`src/sv/tls_pkg.sv`:
```
`timescale 1ns / 1ps

package tls_pkg;

    localparam int FRAME_BITS = 16;
    localparam int TOTAL_BITS = 16;
    localparam int CMP_BITS   = (FRAME_BITS > TOTAL_BITS) ? FRAME_BITS : TOTAL_BITS;
    localparam int CFG_IDX_BITS = 3;
    localparam int WALK_STEPS = 5;

    typedef enum logic [1:0] {
        CMD_TICK  = 2'd0,
        CMD_BEGIN = 2'd1,
        CMD_ABORT = 2'd2
    } t_cmd;

    typedef enum logic [1:0] {
        MOVE_NONE = 2'd0,
        MOVE_ABS  = 2'd1,
        MOVE_REL  = 2'd2
    } t_move;

    typedef enum logic [CFG_IDX_BITS-1:0] {
        REG_START_POS    = 3'd0,
        REG_STEPS        = 3'd1,
        REG_TRIGGER_MS   = 3'd2,
        REG_SHUTTER_MS   = 3'd3,
        REG_INTERVAL_MS  = 3'd4,
        REG_TOTAL_FRAMES = 3'd5
    } t_reg;

    typedef enum logic [5:0] {
        PH_IDLE     = 6'b000001,
        PH_POSITION = 6'b000010,
        PH_TRIGGER  = 6'b000100,
        PH_EXPOSE   = 6'b001000,
        PH_SHUTTLE  = 6'b010000,
        PH_WAIT     = 6'b100000
    } t_phase;

    localparam logic [2:0] CODE_IDLE     = 3'd0;
    localparam logic [2:0] CODE_POSITION = 3'd1;
    localparam logic [2:0] CODE_TRIGGER  = 3'd2;
    localparam logic [2:0] CODE_EXPOSE   = 3'd3;
    localparam logic [2:0] CODE_SHUTTLE  = 3'd4;
    localparam logic [2:0] CODE_WAIT     = 3'd5;

    typedef struct packed {
        logic signed [31:0]    start_position;
        logic signed [31:0]    steps_per_frame;
        logic [31:0]           trigger_ms;
        logic [31:0]           shutter_ms;
        logic [31:0]           interval_ms;
        logic [TOTAL_BITS-1:0] total_frames;
    } t_cfg;

    typedef struct packed {
        t_phase                phase;
        logic [31:0]           frame_start;
        logic [FRAME_BITS-1:0] count;
        logic                  shutter;
    } t_state;

    typedef struct packed {
        logic [2:0]            phase;
        logic                  shutter_line;
        t_move                 move_kind;
        logic signed [31:0]    move_amount;
        logic [TOTAL_BITS-1:0] frames_done;
        logic                  finished;
    } t_result;

    function automatic logic [2:0] phase_code(input t_phase ph);
        logic [2:0] code;
        case (ph)
            PH_IDLE:     code = CODE_IDLE;
            PH_POSITION: code = CODE_POSITION;
            PH_TRIGGER:  code = CODE_TRIGGER;
            PH_EXPOSE:   code = CODE_EXPOSE;
            PH_SHUTTLE:  code = CODE_SHUTTLE;
            PH_WAIT:     code = CODE_WAIT;
            default:     code = CODE_IDLE;
        endcase
        return code;
    endfunction

endpackage

```
`src/sv/tls_if.sv`:
```
`timescale 1ns / 1ps

interface tls_in_if;
    logic        valid;
    logic        ready;
    logic [1:0]  cmd;
    logic [31:0] now_ms;
    logic        stepper_busy;

    modport source (output valid, cmd, now_ms, stepper_busy, input ready);
    modport sink (input valid, cmd, now_ms, stepper_busy, output ready);
endinterface

interface tls_out_if;
    logic               valid;
    logic               ready;
    logic [2:0]         phase;
    logic               shutter_line;
    logic [1:0]         move_kind;
    logic signed [31:0] move_amount;
    logic [15:0]        frames_done;
    logic               finished;

    modport source (output valid, phase, shutter_line, move_kind, move_amount,
                    frames_done, finished, input ready);
    modport sink (input valid, phase, shutter_line, move_kind, move_amount,
                  frames_done, finished, output ready);
endinterface

interface tls_cfg_if;
    logic        valid;
    logic        ready;
    logic [2:0]  index;
    logic [31:0] data;

    modport source (output valid, index, data, input ready);
    modport sink (input valid, index, data, output ready);
endinterface

```
`src/sv/tls_cfg_regs.sv`:
```
`timescale 1ns / 1ps

module tls_cfg_regs
    import tls_pkg::*;
(
    input  logic       i_clk,
    input  logic       i_rst_n,
    tls_cfg_if.sink    i_cfg,
    output t_cfg       o_cfg
);

    t_cfg r_cfg;
    t_cfg n_cfg;

    assign i_cfg.ready = 1'b1;
    assign o_cfg = r_cfg;

    always_comb begin
        n_cfg = r_cfg;
        if (i_cfg.valid) begin
            case (t_reg'(i_cfg.index))
                REG_START_POS:    n_cfg.start_position = i_cfg.data;
                REG_STEPS:        n_cfg.steps_per_frame = i_cfg.data;
                REG_TRIGGER_MS:   n_cfg.trigger_ms = i_cfg.data;
                REG_SHUTTER_MS:   n_cfg.shutter_ms = i_cfg.data;
                REG_INTERVAL_MS:  n_cfg.interval_ms = i_cfg.data;
                REG_TOTAL_FRAMES: n_cfg.total_frames = i_cfg.data[TOTAL_BITS-1:0];
                default: begin
                end
            endcase
        end
    end

    always_ff @(posedge i_clk) begin
        if (!i_rst_n) begin
            r_cfg.start_position  <= '0;
            r_cfg.steps_per_frame <= '0;
            r_cfg.trigger_ms      <= 32'd100;
            r_cfg.shutter_ms      <= 32'd1000;
            r_cfg.interval_ms     <= 32'd3000;
            r_cfg.total_frames    <= TOTAL_BITS'(1);
        end else begin
            r_cfg <= n_cfg;
        end
    end

endmodule

```
`src/sv/tls_step.sv`:
```
`timescale 1ns / 1ps

module tls_step
    import tls_pkg::*;
(
    input  t_state      i_state,
    input  t_cfg        i_cfg,
    input  logic [1:0]  i_cmd,
    input  logic [31:0] i_now_ms,
    input  logic        i_stepper_busy,
    output t_state      o_state,
    output t_result     o_result
);

    typedef struct packed {
        logic trig_old;
        logic trig_zero;
        logic shut_old;
        logic shut_zero;
        logic intv_old;
        logic intv_zero;
    } t_cmp;

    typedef struct packed {
        t_phase                phase;
        logic                  fresh;
        logic                  busy;
        logic                  shutter;
        logic [FRAME_BITS-1:0] count;
        t_move                 move;
        logic                  fin;
        logic                  go;
    } t_walk;

    // One phase transition; after a new frame starts the elapsed time is zero.
    function automatic t_walk walk_step(input t_walk w, input t_cmp c,
                                        input logic [TOTAL_BITS-1:0] total);
        t_walk s;
        logic  hit;
        s = w;
        s.go = 1'b0;
        if (w.go) begin
            case (w.phase)
                PH_POSITION: begin
                    if (!w.busy) begin
                        s.fresh = 1'b1;
                        s.shutter = 1'b1;
                        s.phase = PH_TRIGGER;
                        s.go = 1'b1;
                    end
                end
                PH_TRIGGER: begin
                    hit = w.fresh ? c.trig_zero : c.trig_old;
                    if (hit) begin
                        s.shutter = 1'b0;
                        s.phase = PH_EXPOSE;
                        s.go = 1'b1;
                    end
                end
                PH_EXPOSE: begin
                    hit = w.fresh ? c.shut_zero : c.shut_old;
                    if (hit) begin
                        s.move = MOVE_REL;
                        s.busy = 1'b1;
                        s.phase = PH_SHUTTLE;
                        s.go = 1'b1;
                    end
                end
                PH_SHUTTLE: begin
                    if (!w.busy) begin
                        s.phase = PH_WAIT;
                        s.go = 1'b1;
                    end
                end
                PH_WAIT: begin
                    hit = w.fresh ? c.intv_zero : c.intv_old;
                    if (hit) begin
                        if (w.count != {FRAME_BITS{1'b1}}) begin
                            s.count = w.count + FRAME_BITS'(1);
                        end
                        if (CMP_BITS'(s.count) >= CMP_BITS'(total)) begin
                            s.phase = PH_IDLE;
                            s.fin = 1'b1;
                        end else begin
                            s.fresh = 1'b1;
                            s.shutter = 1'b1;
                            s.phase = PH_TRIGGER;
                            s.go = 1'b1;
                        end
                    end
                end
                default: begin
                end
            endcase
        end
        return s;
    endfunction

    logic [31:0]         elapsed;
    t_cmp                cmp;
    t_walk               walk;
    logic [CMP_BITS-1:0] count_wide;

    assign elapsed = i_now_ms - i_state.frame_start;

    always_comb begin
        cmp.trig_old  = elapsed >= i_cfg.trigger_ms;
        cmp.trig_zero = i_cfg.trigger_ms == '0;
        cmp.shut_old  = elapsed >= i_cfg.shutter_ms;
        cmp.shut_zero = i_cfg.shutter_ms == '0;
        cmp.intv_old  = elapsed >= i_cfg.interval_ms;
        cmp.intv_zero = i_cfg.interval_ms == '0;
    end

    always_comb begin
        walk.phase   = i_state.phase;
        walk.fresh   = 1'b0;
        walk.busy    = i_stepper_busy;
        walk.shutter = i_state.shutter;
        walk.count   = i_state.count;
        walk.move    = MOVE_NONE;
        walk.fin     = 1'b0;
        walk.go      = 1'b0;
        case (t_cmd'(i_cmd))
            CMD_ABORT: begin
                walk.phase = PH_IDLE;
                walk.shutter = 1'b0;
            end
            CMD_BEGIN: begin
                if (i_state.phase == PH_IDLE) begin
                    walk.count = '0;
                    walk.move = MOVE_ABS;
                    walk.phase = PH_POSITION;
                end
            end
            CMD_TICK: begin
                walk.go = 1'b1;
                for (int i = 0; i < WALK_STEPS; i++) begin
                    walk = walk_step(walk, cmp, i_cfg.total_frames);
                end
            end
            default: begin
            end
        endcase
    end

    assign count_wide = CMP_BITS'(walk.count);

    always_comb begin
        o_state.phase       = walk.phase;
        o_state.frame_start = walk.fresh ? i_now_ms : i_state.frame_start;
        o_state.count       = walk.count;
        o_state.shutter     = walk.shutter;

        o_result.phase        = phase_code(walk.phase);
        o_result.shutter_line = walk.shutter;
        o_result.move_kind    = walk.move;
        case (walk.move)
            MOVE_ABS: o_result.move_amount = i_cfg.start_position;
            MOVE_REL: o_result.move_amount = i_cfg.steps_per_frame;
            default:  o_result.move_amount = '0;
        endcase
        o_result.frames_done = count_wide[TOTAL_BITS-1:0];
        o_result.finished    = walk.fin;
    end

endmodule

```
`src/sv/timelapse_shot_sequencer.sv`:
```
`timescale 1ns / 1ps
// A request is held in the input register once accepted; its result enters the result register
// when the output is free. Throughput: one request per cycle while the output is not stalled,
// set by the single combinational pass from the input register through the sequencer state
// update into the result register.
// Reset is synchronous and active low: the sequencer returns to idle with the shutter low,
// the frame count and frame start cleared, and the configuration registers at their defaults.
module timelapse_shot_sequencer
    import tls_pkg::*;
(
    input  logic      i_clk,
    input  logic      i_rst_n,
    tls_in_if.sink    i_in,
    tls_out_if.source o_out,
    tls_cfg_if.sink   i_cfg
);

    t_cfg    cfg;
    t_state  r_state;
    t_state  n_state;
    t_result step_result;
    t_result r_result;

    logic        r_in_valid;
    logic [1:0]  r_in_cmd;
    logic [31:0] r_in_now_ms;
    logic        r_in_busy;
    logic        r_out_valid;
    logic        out_free;
    logic        fire;

    tls_cfg_regs u_cfg_regs (
        .i_clk   (i_clk),
        .i_rst_n (i_rst_n),
        .i_cfg   (i_cfg),
        .o_cfg   (cfg)
    );

    tls_step u_step (
        .i_state        (r_state),
        .i_cfg          (cfg),
        .i_cmd          (r_in_cmd),
        .i_now_ms       (r_in_now_ms),
        .i_stepper_busy (r_in_busy),
        .o_state        (n_state),
        .o_result       (step_result)
    );

    assign out_free   = !r_out_valid || o_out.ready;
    assign fire       = r_in_valid && out_free;
    assign i_in.ready = !r_in_valid || fire;

    always_ff @(posedge i_clk) begin
        if (!i_rst_n) begin
            r_in_valid <= 1'b0;
        end else if (i_in.ready) begin
            r_in_valid <= i_in.valid;
        end
    end

    always_ff @(posedge i_clk) begin
        if (i_in.ready && i_in.valid) begin
            r_in_cmd    <= i_in.cmd;
            r_in_now_ms <= i_in.now_ms;
            r_in_busy   <= i_in.stepper_busy;
        end
    end

    always_ff @(posedge i_clk) begin
        if (!i_rst_n) begin
            r_state.phase       <= PH_IDLE;
            r_state.frame_start <= '0;
            r_state.count       <= '0;
            r_state.shutter     <= 1'b0;
        end else if (fire) begin
            r_state <= n_state;
        end
    end

    always_ff @(posedge i_clk) begin
        if (!i_rst_n) begin
            r_out_valid <= 1'b0;
        end else if (out_free) begin
            r_out_valid <= r_in_valid;
        end
    end

    always_ff @(posedge i_clk) begin
        if (fire) begin
            r_result <= step_result;
        end
    end

    assign o_out.valid        = r_out_valid;
    assign o_out.phase        = r_result.phase;
    assign o_out.shutter_line = r_result.shutter_line;
    assign o_out.move_kind    = r_result.move_kind;
    assign o_out.move_amount  = r_result.move_amount;
    assign o_out.frames_done  = r_result.frames_done;
    assign o_out.finished     = r_result.finished;

endmodule

```
`src/flat_wrapper.sv`:
```
// flat-port wrapper written by rule: the top's interface ports become plain ports
module timelapse_shot_sequencer_flat import tls_pkg::*;
  (i_clk, i_rst_n, i_in_valid, i_in_cmd, i_in_now_ms, i_in_stepper_busy, i_in_ready, o_out_valid, o_out_phase, o_out_shutter_line, o_out_move_kind, o_out_move_amount, o_out_frames_done, o_out_finished, o_out_ready, i_cfg_valid, i_cfg_index, i_cfg_data, i_cfg_ready);
  tls_in_if i_in_i ();
  tls_out_if o_out_i ();
  tls_cfg_if i_cfg_i ();
  input  logic i_clk;
  input  logic i_rst_n;
  input wire logic [$bits(i_in_i.valid)-1:0] i_in_valid;
  input wire logic [$bits(i_in_i.cmd)-1:0] i_in_cmd;
  input wire logic [$bits(i_in_i.now_ms)-1:0] i_in_now_ms;
  input wire logic [$bits(i_in_i.stepper_busy)-1:0] i_in_stepper_busy;
  output wire logic [$bits(i_in_i.ready)-1:0] i_in_ready;
  output wire logic [$bits(o_out_i.valid)-1:0] o_out_valid;
  output wire logic [$bits(o_out_i.phase)-1:0] o_out_phase;
  output wire logic [$bits(o_out_i.shutter_line)-1:0] o_out_shutter_line;
  output wire logic [$bits(o_out_i.move_kind)-1:0] o_out_move_kind;
  output wire logic [$bits(o_out_i.move_amount)-1:0] o_out_move_amount;
  output wire logic [$bits(o_out_i.frames_done)-1:0] o_out_frames_done;
  output wire logic [$bits(o_out_i.finished)-1:0] o_out_finished;
  input wire logic [$bits(o_out_i.ready)-1:0] o_out_ready;
  input wire logic [$bits(i_cfg_i.valid)-1:0] i_cfg_valid;
  input wire logic [$bits(i_cfg_i.index)-1:0] i_cfg_index;
  input wire logic [$bits(i_cfg_i.data)-1:0] i_cfg_data;
  output wire logic [$bits(i_cfg_i.ready)-1:0] i_cfg_ready;
  assign i_in_i.valid = i_in_valid;
  assign i_in_i.cmd = i_in_cmd;
  assign i_in_i.now_ms = i_in_now_ms;
  assign i_in_i.stepper_busy = i_in_stepper_busy;
  assign i_in_ready = i_in_i.ready;
  assign o_out_valid = o_out_i.valid;
  assign o_out_phase = o_out_i.phase;
  assign o_out_shutter_line = o_out_i.shutter_line;
  assign o_out_move_kind = o_out_i.move_kind;
  assign o_out_move_amount = o_out_i.move_amount;
  assign o_out_frames_done = o_out_i.frames_done;
  assign o_out_finished = o_out_i.finished;
  assign o_out_i.ready = o_out_ready;
  assign i_cfg_i.valid = i_cfg_valid;
  assign i_cfg_i.index = i_cfg_index;
  assign i_cfg_i.data = i_cfg_data;
  assign i_cfg_ready = i_cfg_i.ready;
  timelapse_shot_sequencer u_core (.i_clk(i_clk), .i_rst_n(i_rst_n), .i_in(i_in_i), .o_out(o_out_i), .i_cfg(i_cfg_i));
endmodule
```
`config.mk`:
```
export PLATFORM = sky130hd
export DESIGN_NAME = timelapse_shot_sequencer_flat
export DESIGN_NICKNAME = d
export VERILOG_FILES = /design/src/sv/tls_pkg.sv /design/src/sv/tls_if.sv /design/src/sv/tls_cfg_regs.sv /design/src/sv/tls_step.sv /design/src/sv/timelapse_shot_sequencer.sv /design/src/flat_wrapper.sv
export SDC_FILE = /design/constraint.sdc
export NUM_CORES = 1
export LEC_CHECK = 0
export ABC_CLOCK_PERIOD_IN_PS = 28300
export BUFFER_PORTS_ARGS = -buffer_cell sky130_fd_sc_hd__buf_2
export CORE_ASPECT_RATIO = 2
export CORE_UTILIZATION = 50
export DETAILED_ROUTE_END_ITERATION = 12
export PLACE_DENSITY = 0.7
export SLEW_MARGIN = 20
export SYNTH_ARGS = -nofsm -noshare
export SYNTH_HDL_FRONTEND = slang
export SYNTH_SLANG_ARGS = --single-unit
```
`constraint.sdc`:
```
create_clock -name i_clk -period 28.3 [get_ports i_clk]
set_input_delay 2.83 -clock i_clk [delete_from_list [all_inputs] [get_ports i_clk]]
set_output_delay 2.83 -clock i_clk [all_outputs]
set_load 0.01 [all_outputs]
```
# After elaboration in Yosys (flattened, before gate mapping)
# Cells that the tools add are included.
[classes]
addsub = 6
n_reduce_logical = 23
order_cmp = 8
eq_ne = 45
n_mux = 186
[op_table]
columns = ["op", "n"]
rows = [
  ["2-to-1 mux 16 bit", 29],
  ["2-to-1 mux 29 bit", 8],
  ["one-hot mux 6 bit (5 select lines)", 5],
  ["greater-or-equal comparator 32 bit", 3],
  ["logical NOT 32 bit", 3],
  ["2-to-1 mux 6 bit", 16],
  ["2-to-1 mux 17 bit", 5],
  ["adder 16 x 1 -> 16 bit (second input constant)", 5],
  ["greater-or-equal comparator 16 bit", 5],
  ["inequality test 16 bit (second input constant)", 5],
  ["2-to-1 mux 1 bit", 71],
  ["2-to-1 mux 7 bit", 10],
  ["one-hot mux 32 bit (2 select lines)", 1],
  ["equality test 6 x 2 -> 1 bit (second input constant)", 6],
  ["equality test 6 x 3 -> 1 bit (second input constant)", 6],
  ["equality test 6 x 4 -> 1 bit (second input constant)", 6],
  ["equality test 6 x 5 -> 1 bit (second input constant)", 6],
  ["equality test 6 bit (second input constant)", 6],
  ["one-hot mux 18 bit (2 select lines)", 1],
  ["2-to-1 mux 2 bit", 16],
  ["subtractor 32 bit", 1],
  ["one-hot mux 1 bit (4 select lines)", 5],
  ["2-to-1 mux 18 bit", 1],
  ["one-hot mux 6 bit (3 select lines)", 1],
  ["other kinds (17)", 47],
]
[totals]
reg_bits = 323
in_bits = 75

# Logic depth before layout (Yosys ltp)
# Gate-level depths: netlist (run 1).
[depth]
depth_word = 60
ltp_mapped = 54
mapped_depth_nobuf = 50

# By module
# A second synthesis (run 1) with hierarchy kept.
[hier_totals]
hier_cells = 2220
area_unflattened_um2 = 19915.4
[by_module_without_submodules]
columns = ["module", "area_per_inst_um2", "cells_each", "n_inst", "seq_area_each_um2"]
rows = [
  ["tls_step", 8314.2, 1254, 1, 0.0],
  ["tls_cfg_regs", 6566.3, 628, 1, 3523.4],
  ["timelapse_shot_sequencer", 5034.8, 338, 1, 3843.7],
]

# Worst setup path after synthesis (run 1)
# Ideal clock, no wire load.
[synth_timing]
path_kind = "register -> register"
start = "reg u_core.r_in_now_ms[0]"
end = "reg u_core.r_result (netlist bit u_core.o_out.move_amount[10]) (data pin)"
slack_ps = 18097
t_arrival_ps = 10063
n_path_buf = 3
required_ps = 28160
stages_incl_launch_ff = 52
path_cell_list = "edfxtp_1 > inv_1 > ha_1 > inv_1 > fa_1 > a21o_1 > a21oi_1 > o21bai_1 > a21oi_1 > o21ai_0 > a41oi_1 > nor4b_1 > o31ai_1 > o21ai_0 > nor2b_1 > o21a_1 > o41ai_1 > xnor2_1 > (+16 left out) > a21boi_0 > xnor2_1 > ha_1 > a21oi_1 > a21oi_1 > o31a_1 > o21ai_0 > a211oi_1 > or3_1 > nor4_1 > or2_2 > nand3_1 > a31o_2 > inv_1 > ha_1 > clkbuf_1 > a22oi_1 > nor2_1"
[synth_lines]
columns = ["element", "line_no", "text"]
rows = [
  ["from (decl)", "timelapse_shot_sequencer.sv:26", "logic [31:0] r_in_now_ms;"],
  ["from (signal assigned)", "timelapse_shot_sequencer.sv:64", "r_in_now_ms <= i_in.now_ms;"],
  ["to (signal assigned)", "timelapse_shot_sequencer.sv:90", "r_result <= step_result;"],
  ["to (decl)", "timelapse_shot_sequencer.sv:22", "t_result r_result;"],
]

==> results of run 1 <==
[registers in the layout, indices dropped and copies added, names as in the netlist]
signal	flops
u_core.o_out.phase	3
u_core.r_in_valid	1
u_core.o_out.move_kind	2
u_core.o_out.valid	1
u_core.o_out.frames_done	16
u_core.u_cfg_regs.o_cfg	176
u_core.r_state	55
u_core.o_out.move_amount	32
u_core.o_out.finished	1
u_core.o_out.shutter_line	1
u_core.r_in_busy	1
u_core.r_in_now_ms	32
u_core.r_in_cmd	2
[final cells by class]
| cell class | count | area [um^2] | share of cell area |
|---|---|---|---|
| tap | 463 | 579 | 0.0273 |
| clock inverter | 13 | 161 | 0.00761 |
| inverter | 160 | 601 | 0.0283 |
| timing repair buffer | 156 | 850 | 0.0401 |
| sequential | 323 | 7370 | 0.347 |
| multi-input combinational | 1708 | 10800 | 0.509 |
| clock buffer | 44 | 855 | 0.0403 |
[cell usage in the layout (no fill, tap or decap), drive strengths merged, types with 5 or more instances in the layout]
cell type and count:
o31ai 7, nand2 533, nor4 37, a22oi 34, and2 9, ha 163, o21ai 71, nor3b 12
nor2 128, o21a 15, or3 9, a211oi 12, a31oi 6, mux2i 12, a22o 13, or2 12
edfxtp 90, dfxtp 233, clkbuf 44, a21boi 207, nand4 28, o211ai 24, xor2 20, buf 156
or4 5, nor4b 5, a21o 18, o211a 5, nand2b 13, and3 11, a211o 6, a21oi 94
nand3 41, nor2b 18, o41ai 5, mux2 5, nor3 26, xnor2 53, inv 164
[worst reg2reg max path, delay by kind of cell, from the launching register on]
| family | cells | cell delay (ps) |
|---|---|---|
| AND/OR/NAND/NOR | 16 | 3830 |
| adder cells (fa/ha/maj) | 6 | 2100 |
| AO/OA/AOI/OAI | 20 | 4350 |
| XOR/XNOR | 2 | 340 |
| flip-flops | 1 | 390 |
| buffers and inverters | 6 | 860 |
[worst min path at each step]
stage                                 start                           end  slack, ps  cells past startpoint
6_report                 u_core.r_state[35]            u_core.r_state[35]        460                      2
4_1_cts        u_core.u_cfg_regs.o_cfg[160]  u_core.u_cfg_regs.o_cfg[160]        470                      2
3_3_place_gp   u_core.u_cfg_regs.o_cfg[159]  u_core.u_cfg_regs.o_cfg[159]        450                      2
3_5_place_dp   u_core.u_cfg_regs.o_cfg[146]  u_core.u_cfg_regs.o_cfg[146]        460                      2
2_1_floorplan  u_core.u_cfg_regs.o_cfg[144]  u_core.u_cfg_regs.o_cfg[144]        440                      2
5_1_grt                  u_core.r_state[27]            u_core.r_state[27]        480                      2
[layer usage]
layer,part of all wire,global-route usage,vias to the layer above
li1,-,-,8121
met1,0.33,0.288,7897
met2,0.55,0.614,524
met3,0.036,0.0284,225
met4,0.088,0.251,0
met5,0,0,-
[cell families (layout without fill, tap and decap cells)]
family	after synthesis	after routing	synth area share
adders and majority gates	164	164	0.107
muxes	17	17	0.00918
DFF	323	323	0.383
xor gates and xnor gates	73	73	0.0333
and+or+nand+nor	898	898	0.208
AOI/OAI and AO/OA	555	555	0.202
buffers and inverters	276	373	0.0570
other	1	1	0.000195
[power groups by stage]
stage / Clock (mW) / Sequential, mW / Combinational [mW]
after floorplan: 0 / 0.507 / 0.106
after global placement: 0 / 0.510 / 0.160
after detailed placement: 0 / 0.510 / 0.164
after CTS: 0.435 / 0.500 / 0.165
after global routing: 0.451 / 0.501 / 0.182
final: 0.427 / 0.500 / 0.165
==> impl.org, run 1 <==
** Status
- Run status :: finished clean

** Critical path
- On the worst path, the slowest cell contributes a delay of 630 ps.
- Together, buffers and inverters on the worst path number 6.
- Tracing the worst setup path back leads to its startpoint at u_core.r_in_now_ms[0].
- Grouping stages by cell kind, the critical path spends the most delay in compound AO/OA/AOI/OAI gates.
- The critical path in this run is classified as register to register.
- Reg2reg start :: u_core.r_in_now_ms[0]
- End of the critical path :: u_core.o_out.move_amount[0]
- Measured in cells, the most critical reg-to-reg path has a length of 50.
- WP depth :: 50
- STA puts the critical path data required time at 28620 ps.
- Cell with the largest stage delay on the worst path :: sky130_fd_sc_hd__nor4_2
- Data arrival at the endpoint of the critical path :: 12470 ps
- STA classifies the critical path endpoint as a register.
- Setup slack, reg-to-reg :: 16150 ps
- Largest driver fanout on the critical path :: 32
- Critical path launch point type :: register
- In this run the critical register-to-register path is captured at u_core.o_out.move_amount[0].

** Finish
- Excluding fillers, the count of instances in the completed layout stands at 2867.
- The repair_antennas step left the layout with diodes totalling 0.
- Final design area excluding fillers :: 21200 um^2
- Fill cell instance count of the final layout :: 3530
- Of the cells placed in the final design, the portion with a size suffix greater than 1 is 0.104.
- Synthesis-to-layout area growth :: 10.3%
- Layout Utilization :: 0.559
- Post-layout net count :: 2619

** Clock tree
- Htree depth :: 1
- After clock tree synthesis, the repair step resized 0 gates.
- Clk sink count :: 323
- The cell sitting at the root of the clock tree is a sky130_fd_sc_hd__clkbuf_16.
- TritonCTS Buffers :: 31
- Clock-pin slew was measured on the worst setup and hold paths at 70 ps.
- Clock tree from TritonCTS :: built
- Clock latency on the worst-skew pair, taken at its later pin, is 600 ps.
- The number of hold buffers added after CTS was 0.
- Maximum number of buffers from clock root to sink :: 3
- In this run the post-CTS setup repair buffer count came out at 0.

** Yosys
- For this run, the leading register cell type out of synthesis is sky130_fd_sc_hd__dfxtp_1.
- After synthesis, the share of flip-flops with an asynchronous set or reset is 0.
- Synthesis produced a netlist with a net count of 2546.
- Top-count cell post-synth :: sky130_fd_sc_hd__nand2_1
- Averaged over all synthesized cells, the footprint is 8.33 um^2.
- Ranked by total cell area, the synthesized netlist is headed by sky130_fd_sc_hd__dfxtp_1 (24%), sky130_fd_sc_hd__edfxtp_1 (14%), sky130_fd_sc_hd__ha_1 (11%), sky130_fd_sc_hd__nand2_1 (10%), sky130_fd_sc_hd__a21boi_0 (8.1%).
- Summed instance area of the synthesized netlist :: 19200 um^2
- Library cells used by synthesis :: 82
- The share of synthesized area in the top cell type comes to 0.243.
- Count of flip-flops with a built-in enable after synthesis :: 90
- In this run, synthesis produced a sequential element count of 323.
- The biggest area contributor in the post-synthesis netlist is sky130_fd_sc_hd__dfxtp_1.
- The commonest cells after synthesis are sky130_fd_sc_hd__nand2_1 (532), sky130_fd_sc_hd__dfxtp_1 (233), sky130_fd_sc_hd__a21boi_0 (207).
- Count of warnings emitted by yosys :: 0
- Post-synthesis cell count :: 2307
- Of the synthesized area, sequential elements account for 0.383.

** STA
- Period utilization :: 0.429
- Counting I/O delays and the setup requirement, the final critical path takes 12150 ps.
- Worst setup slack after layout :: 16150 ps
- Aggregate negative setup slack :: 0 ps
- Setup violations remaining at the end of the flow were counted as 0.
- Worst hold-check slack :: 464 ps
- The final count of pins violating max slew is 0.
- Final Hold Fails :: 0
- The worst pin sits at a relative slew slack of 0.351.
- Static timing analysis puts the maximum clock frequency at 82.3 MHz.
- Final worst clock skew :: 14.2 ps
- RSZ-0062 raised after global routing :: no
- At the pin with the least slew margin, the transition time is 974 ps.

** GRT
- Maximum number of pins on one net before global-route repair :: 120
- Global routing finished with a remaining overflow of 0.
- The initial antenna violation count is 0.
- The number of global-route vias before repair was 16900.
- The first global-routing pass estimated 93700 um of wire.
- Overall routing resource usage :: 0.313

** Floorplan
- DIE WIDTH :: 141 um
- Row generation in the floorplan step produced 101 rows.
- Floorplan core area :: 37900 um^2
- The die covers 39300 um^2.
- Top-level I/O count :: 133
- Measured along the y axis, the die boundary spans 279 um.
- For this configuration, the core starts out at a cell density of 0.507.

** Place
- Detailed placement finished with a half-perimeter wire length of 47100 um.
- Post-placement cell count :: 2810
- Placement Cell Area :: 20200 um^2
- Number of port buffers :: 131
- At the placement stage, the worst setup path has a slack of 15980 ps.
- Placer congestion estimate :: 0.983

** Detailed routing
- Average wire per cell in the routed design :: 21.3 um
- Post-DRT Antenna Nets :: 0
- The routed design has 61200 um of wire.
- Average via count per standard cell :: 5.85
- In the routed design, unresolved DRC markers number 0.
- In this run, the number of DRC markers left after iteration 0 of detailed routing was 833.
- The first detailed-routing pass took 7 iterations.
- DR vias :: 16800

** Power and ir drop
- Sequential Power Share :: 0.458
- After layout, the design draws a total of 1.09 mW.
- Of the total power, the share spent switching nets is 0.280.
- Cell internal power was estimated by the tool at 0.787 mW.
- Of the total power, combinational logic draws 0.151.
- PD cells :: 51.5 nW/um^2
- Maximum resistive drop on vdd :: 0.0597 mV
- In this run the power spent charging and discharging nets is 0.306 mW.
- The share of total power dissipated in the clock network is 0.391.
- In this run the static leakage power is 7.68 nW.

** Run
- Reported max-cap violation count :: 0

** Hold path
- Worst min path class :: register to register
No activity file was read; power rests on OpenSTA's default activity.
==> inputs of run 2 (changes only) <==
--- a/config.mk
+++ b/config.mk
@@ -5,12 +5,12 @@
 export SDC_FILE = /design/constraint.sdc
 export NUM_CORES = 1
 export LEC_CHECK = 0
-export ABC_CLOCK_PERIOD_IN_PS = 28300
+export ABC_CLOCK_PERIOD_IN_PS = 9900
 export BUFFER_PORTS_ARGS = -buffer_cell sky130_fd_sc_hd__buf_2
 export CORE_ASPECT_RATIO = 2
 export CORE_UTILIZATION = 50
 export DETAILED_ROUTE_END_ITERATION = 12
-export PLACE_DENSITY = 0.7
+export PLACE_DENSITY = 0.73
 export SLEW_MARGIN = 20
 export SYNTH_ARGS = -nofsm -noshare
 export SYNTH_HDL_FRONTEND = slang
==> constraint.sdc (replaced) <==
create_clock -name i_clk -period 9.9 [get_ports i_clk]
set_input_delay 0.99 -clock i_clk [delete_from_list [all_inputs] [get_ports i_clk]]
set_output_delay 0.99 -clock i_clk [all_outputs]
set_load 0.01 [all_outputs]
==> impl.org, run 2 (synthesized netlist as in run 1, its figures left out) <==
** STA
- The actual transition at the worst max-transition pin is 925 ps (was 974 ps).
- The maximum clock frequency was 105 MHz (was 82.3 MHz).
- Total of endpoints with negative setup slack in the final report :: 0 (unchanged)
- Period utilization :: 0.958 (was 0.429)
- The final period demand of the worst path is 9480 ps (was 12150 ps).
- The worst slew margin relative to its limit is 0.382 (was 0.351).
- Final worst clock skew :: 20.1 ps (was 14.2 ps)
- Final Hold Fails :: 0 (unchanged)
- The final count of pins violating max slew came to 0 (unchanged).

** Critical path
- Critical path launch point type :: register (unchanged)
- The worst path required time is 10250 ps (was 28620 ps).
- Kind of cell adding the most delay to the critical path :: compound AO/OA/AOI/OAI gates (unchanged)
- Cell with the largest stage delay on the worst path :: sky130_fd_sc_hd__or3_4 (was sky130_fd_sc_hd__nor4_2)
- R2R Path End :: u_core.o_out.move_amount[19] (was u_core.o_out.move_amount[0])
- Reg2reg start :: u_core.r_in_now_ms[0] (unchanged)
- Number of cells traversed by the worst register-to-register path :: 52 (was 50)
- The worst endpoint data arrival time is 9830 ps (was 12470 ps).
- Setup slack, reg-to-reg :: 420 ps (was 16150 ps)
- The endpoint kind of the worst setup timing path is a register (unchanged).
- The largest fanout on the critical path came to 16 (was 32).
- The stage delay of the slowest cell on the critical path is 450 ps (was 630 ps).
- Crit path kind :: register to register (unchanged)
- Number of buffer and inverter instances along the worst setup path :: 9 (was 6)

** Floorplan
- The die span in y is 279 um (unchanged).
- The placement row count is 101 (unchanged).
- The initial standard-cell utilization of the core came to 0.507 (unchanged).
- The number of top-level pins was 133 (unchanged).
- The placeable core area was 37900 um^2 (unchanged).
- Die Footprint :: 39300 um^2 (unchanged)
- The overall die width came to 141 um (unchanged).

** Finish
- Leading cell type in the layout, fill and taps excluded :: sky130_fd_sc_hd__nand2_1 (unchanged)
- The fraction of layout cells with a size suffix above 1 was 0.156 (was 0.104).
- The post-synthesis to final-layout area growth came to 16.1% (was 10.3%).
- Post-layout net count :: 2704 (was 2619)
- Layout Utilization :: 0.589 (was 0.559)
- Commonest cells after routing, fill and taps aside: sky130_fd_sc_hd__nand2_1 (529), sky130_fd_sc_hd__dfxtp_1 (233), sky130_fd_sc_hd__a21boi_0 (206) (was sky130_fd_sc_hd__nand2_1 (532), sky130_fd_sc_hd__dfxtp_1 (233), sky130_fd_sc_hd__a21boi_0 (207)).
- Non-filler cells, final :: 2956 (was 2867)
- The number of flip-flops under the largest register name is 176 (unchanged).

** Clock tree
- The number of buffers between clock root and the deepest sink came to 3 (unchanged).
- The clock-pin slew on the worst setup and hold paths was 70 ps (about the same).
- Root cell of the clock tree :: sky130_fd_sc_hd__clkbuf_16 (unchanged)
- The number of buffers added to fix hold violations after cts was 0 (unchanged).
- TritonCTS Buffers :: 30 (was 31)
- The H-tree level count came to 1 (unchanged).
- Clock tree from TritonCTS :: built (unchanged)
- Insertion delay to the later sink of the worst-skew pair :: 600 ps (about the same)
- The number of sinks handled by clock tree synthesis was 323 (unchanged).

** Hold path
- The startpoint of the worst hold path is u_core.u_cfg_regs.o_cfg[3] (was u_core.r_state[35]).
- The end point of the worst hold path is u_core.u_cfg_regs.o_cfg[3] (was u_core.r_state[35]).
- The hold path depth is 2 (unchanged).
- The worst hold-check path type was register to register (unchanged).

** Detailed routing
- The starting DRC count in detailed routing was 871 (was 833).
- Final routed wirelength across all metal layers :: 63800 um (was 61200 um)
- Average wire per cell in the routed design :: 21.6 um (was 21.3 um)
- The post-detailed-route via-to-cell ratio came to 5.90 (was 5.85).
- DRT Pass-1 Iters :: 5 (was 7)
- The post-route DRC violation count came to 0 (unchanged).
- The routed via count was 17400 (was 16800).
- The post-detailed-route count of antenna-violating nets was 0 (unchanged).

** GRT
- The largest net degree at the start of global routing came to 105 (was 120).
- Antenna violations before repair :: 3 (was 0)
- The sum of overflow across all layers after global routing was 0 (unchanged).
- The number of global-route vias before repair came to 17200 (was 16900).
- The aggregate global-route resource usage is 0.320 (was 0.313).
- First-pass GRT wire length :: 95000 um (was 93700 um)

** Place
- Post-placement cell count :: 2881 (was 2810)
- The final weighted congestion in routability-driven placement was 1.06 (was 0.983).
- Number of port buffers :: 131 (unchanged)
- The half-perimeter wire length of the detailed placement result came to 48100 um (was 47100 um).

** Power and ir drop
- The leakage power total is 8.24 nW (was 7.68 nW).
- The worst vdd rail ir drop was 0.135 mV (was 0.0597 mV).
- The total power density per cell area was 143 nW/um^2 (was 51.5 nW/um^2).

** Status
- Run status :: finished clean (unchanged)

** Run
- The max-capacitance violation count was 0 (unchanged).
-- run 2: cell count changes in the layout (fill, tap and decap cells not counted), sizes merged --
cell / delta
clkbuf: -4
clkinv: +7
inv: -2
bufinv: +1
buf: +83
diode: +4
-- run 2: repair_timing --
| action | 4_1_cts | 5_1_grt |
|---|---|---|
| buffers inserted | 2 | 9 |
| setup endpoints to repair | 37 | 75 |
| pin swaps | 2 | 27 |
| gates cloned | 0 | 4 |
| gates resized for setup | 7 | 67 |
-- run 2: routing by layer --
metal  track usage  up-vias  wire length [um]
met2         0.610      566             34300
met3        0.0359      281              2630
met4         0.305        0              6820
met5             0        -                 0
li1              -     8315                 -
met1         0.285     8273             20000
-- run 2: worst max path at each step --
stage / start / depth (start not counted) / slack [ps] / endpoint
6_report: u_core.r_in_now_ms[0] / 52 / 420 / u_core.o_out.move_amount[19]
5_1_grt: u_core.r_in_now_ms[0] / 54 / -110 / u_core.o_out.phase[1]
4_1_cts: u_core.r_in_now_ms[0] / 53 / 3 / u_core.o_out.move_amount[17]
3_5_place_dp: u_core.r_in_now_ms[0] / 52 / -290 / u_core.o_out.move_amount[30]
3_3_place_gp: u_core.r_in_now_ms[0] / 52 / -60 / u_core.o_out.move_amount[26]
2_1_floorplan: u_core.r_in_now_ms[0] / 54 / 10 / u_core.o_out.move_amount[10]
-- run 2: metrics by stage --
| stage | power (mW) | instance area, um^2 | setup slack, ps | setup TNS, ps | hold WS (ps) |
|---|---|---|---|---|---|
| after floorplan | 1.75 | 19200 | 10.6 | 0 | 443 |
| after global placement | 1.94 | 20800 | -64.4 | -1840 | 452 |
| after detailed placement | 1.95 | 20800 | -289 | -8910 | 459 |
| after CTS | 3.17 | 21900 | 3.46 | 0 | 468 |
| after global routing | 3.29 | 22300 | -110 | -2630 | 485 |
| final | 3.18 | 22300 | 419 | 0 | 467 |
-- run 2: final cells by class --
type,instances,area [um^2]
Antenna cell,4,10.0
Fill cell,3392,15600
Multi-Input combinational cell,1708,11100
Clock inverter,19,223
Inverter,160,601
Sequential cell,323,7370
Timing Repair Buffer,242,1610
Tap cell,463,579
Clock buffer,37,797
-- run 2: power breakdown --
part / leakage (nW) / total, mW / switching, mW / internal [mW]
registers: 2.74 / 1.43 / 0.0324 / 1.40
logic: 5.01 / 0.526 / 0.322 / 0.204
clock network: 0.491 / 1.22 / 0.544 / 0.680
-- run 2: worst min-delay path: stages (launching register included) --
cell                       delay [ps]
sky130_fd_sc_hd__dfxtp_1          310
sky130_fd_sc_hd__nand2_1           50
sky130_fd_sc_hd__a21boi_0          60
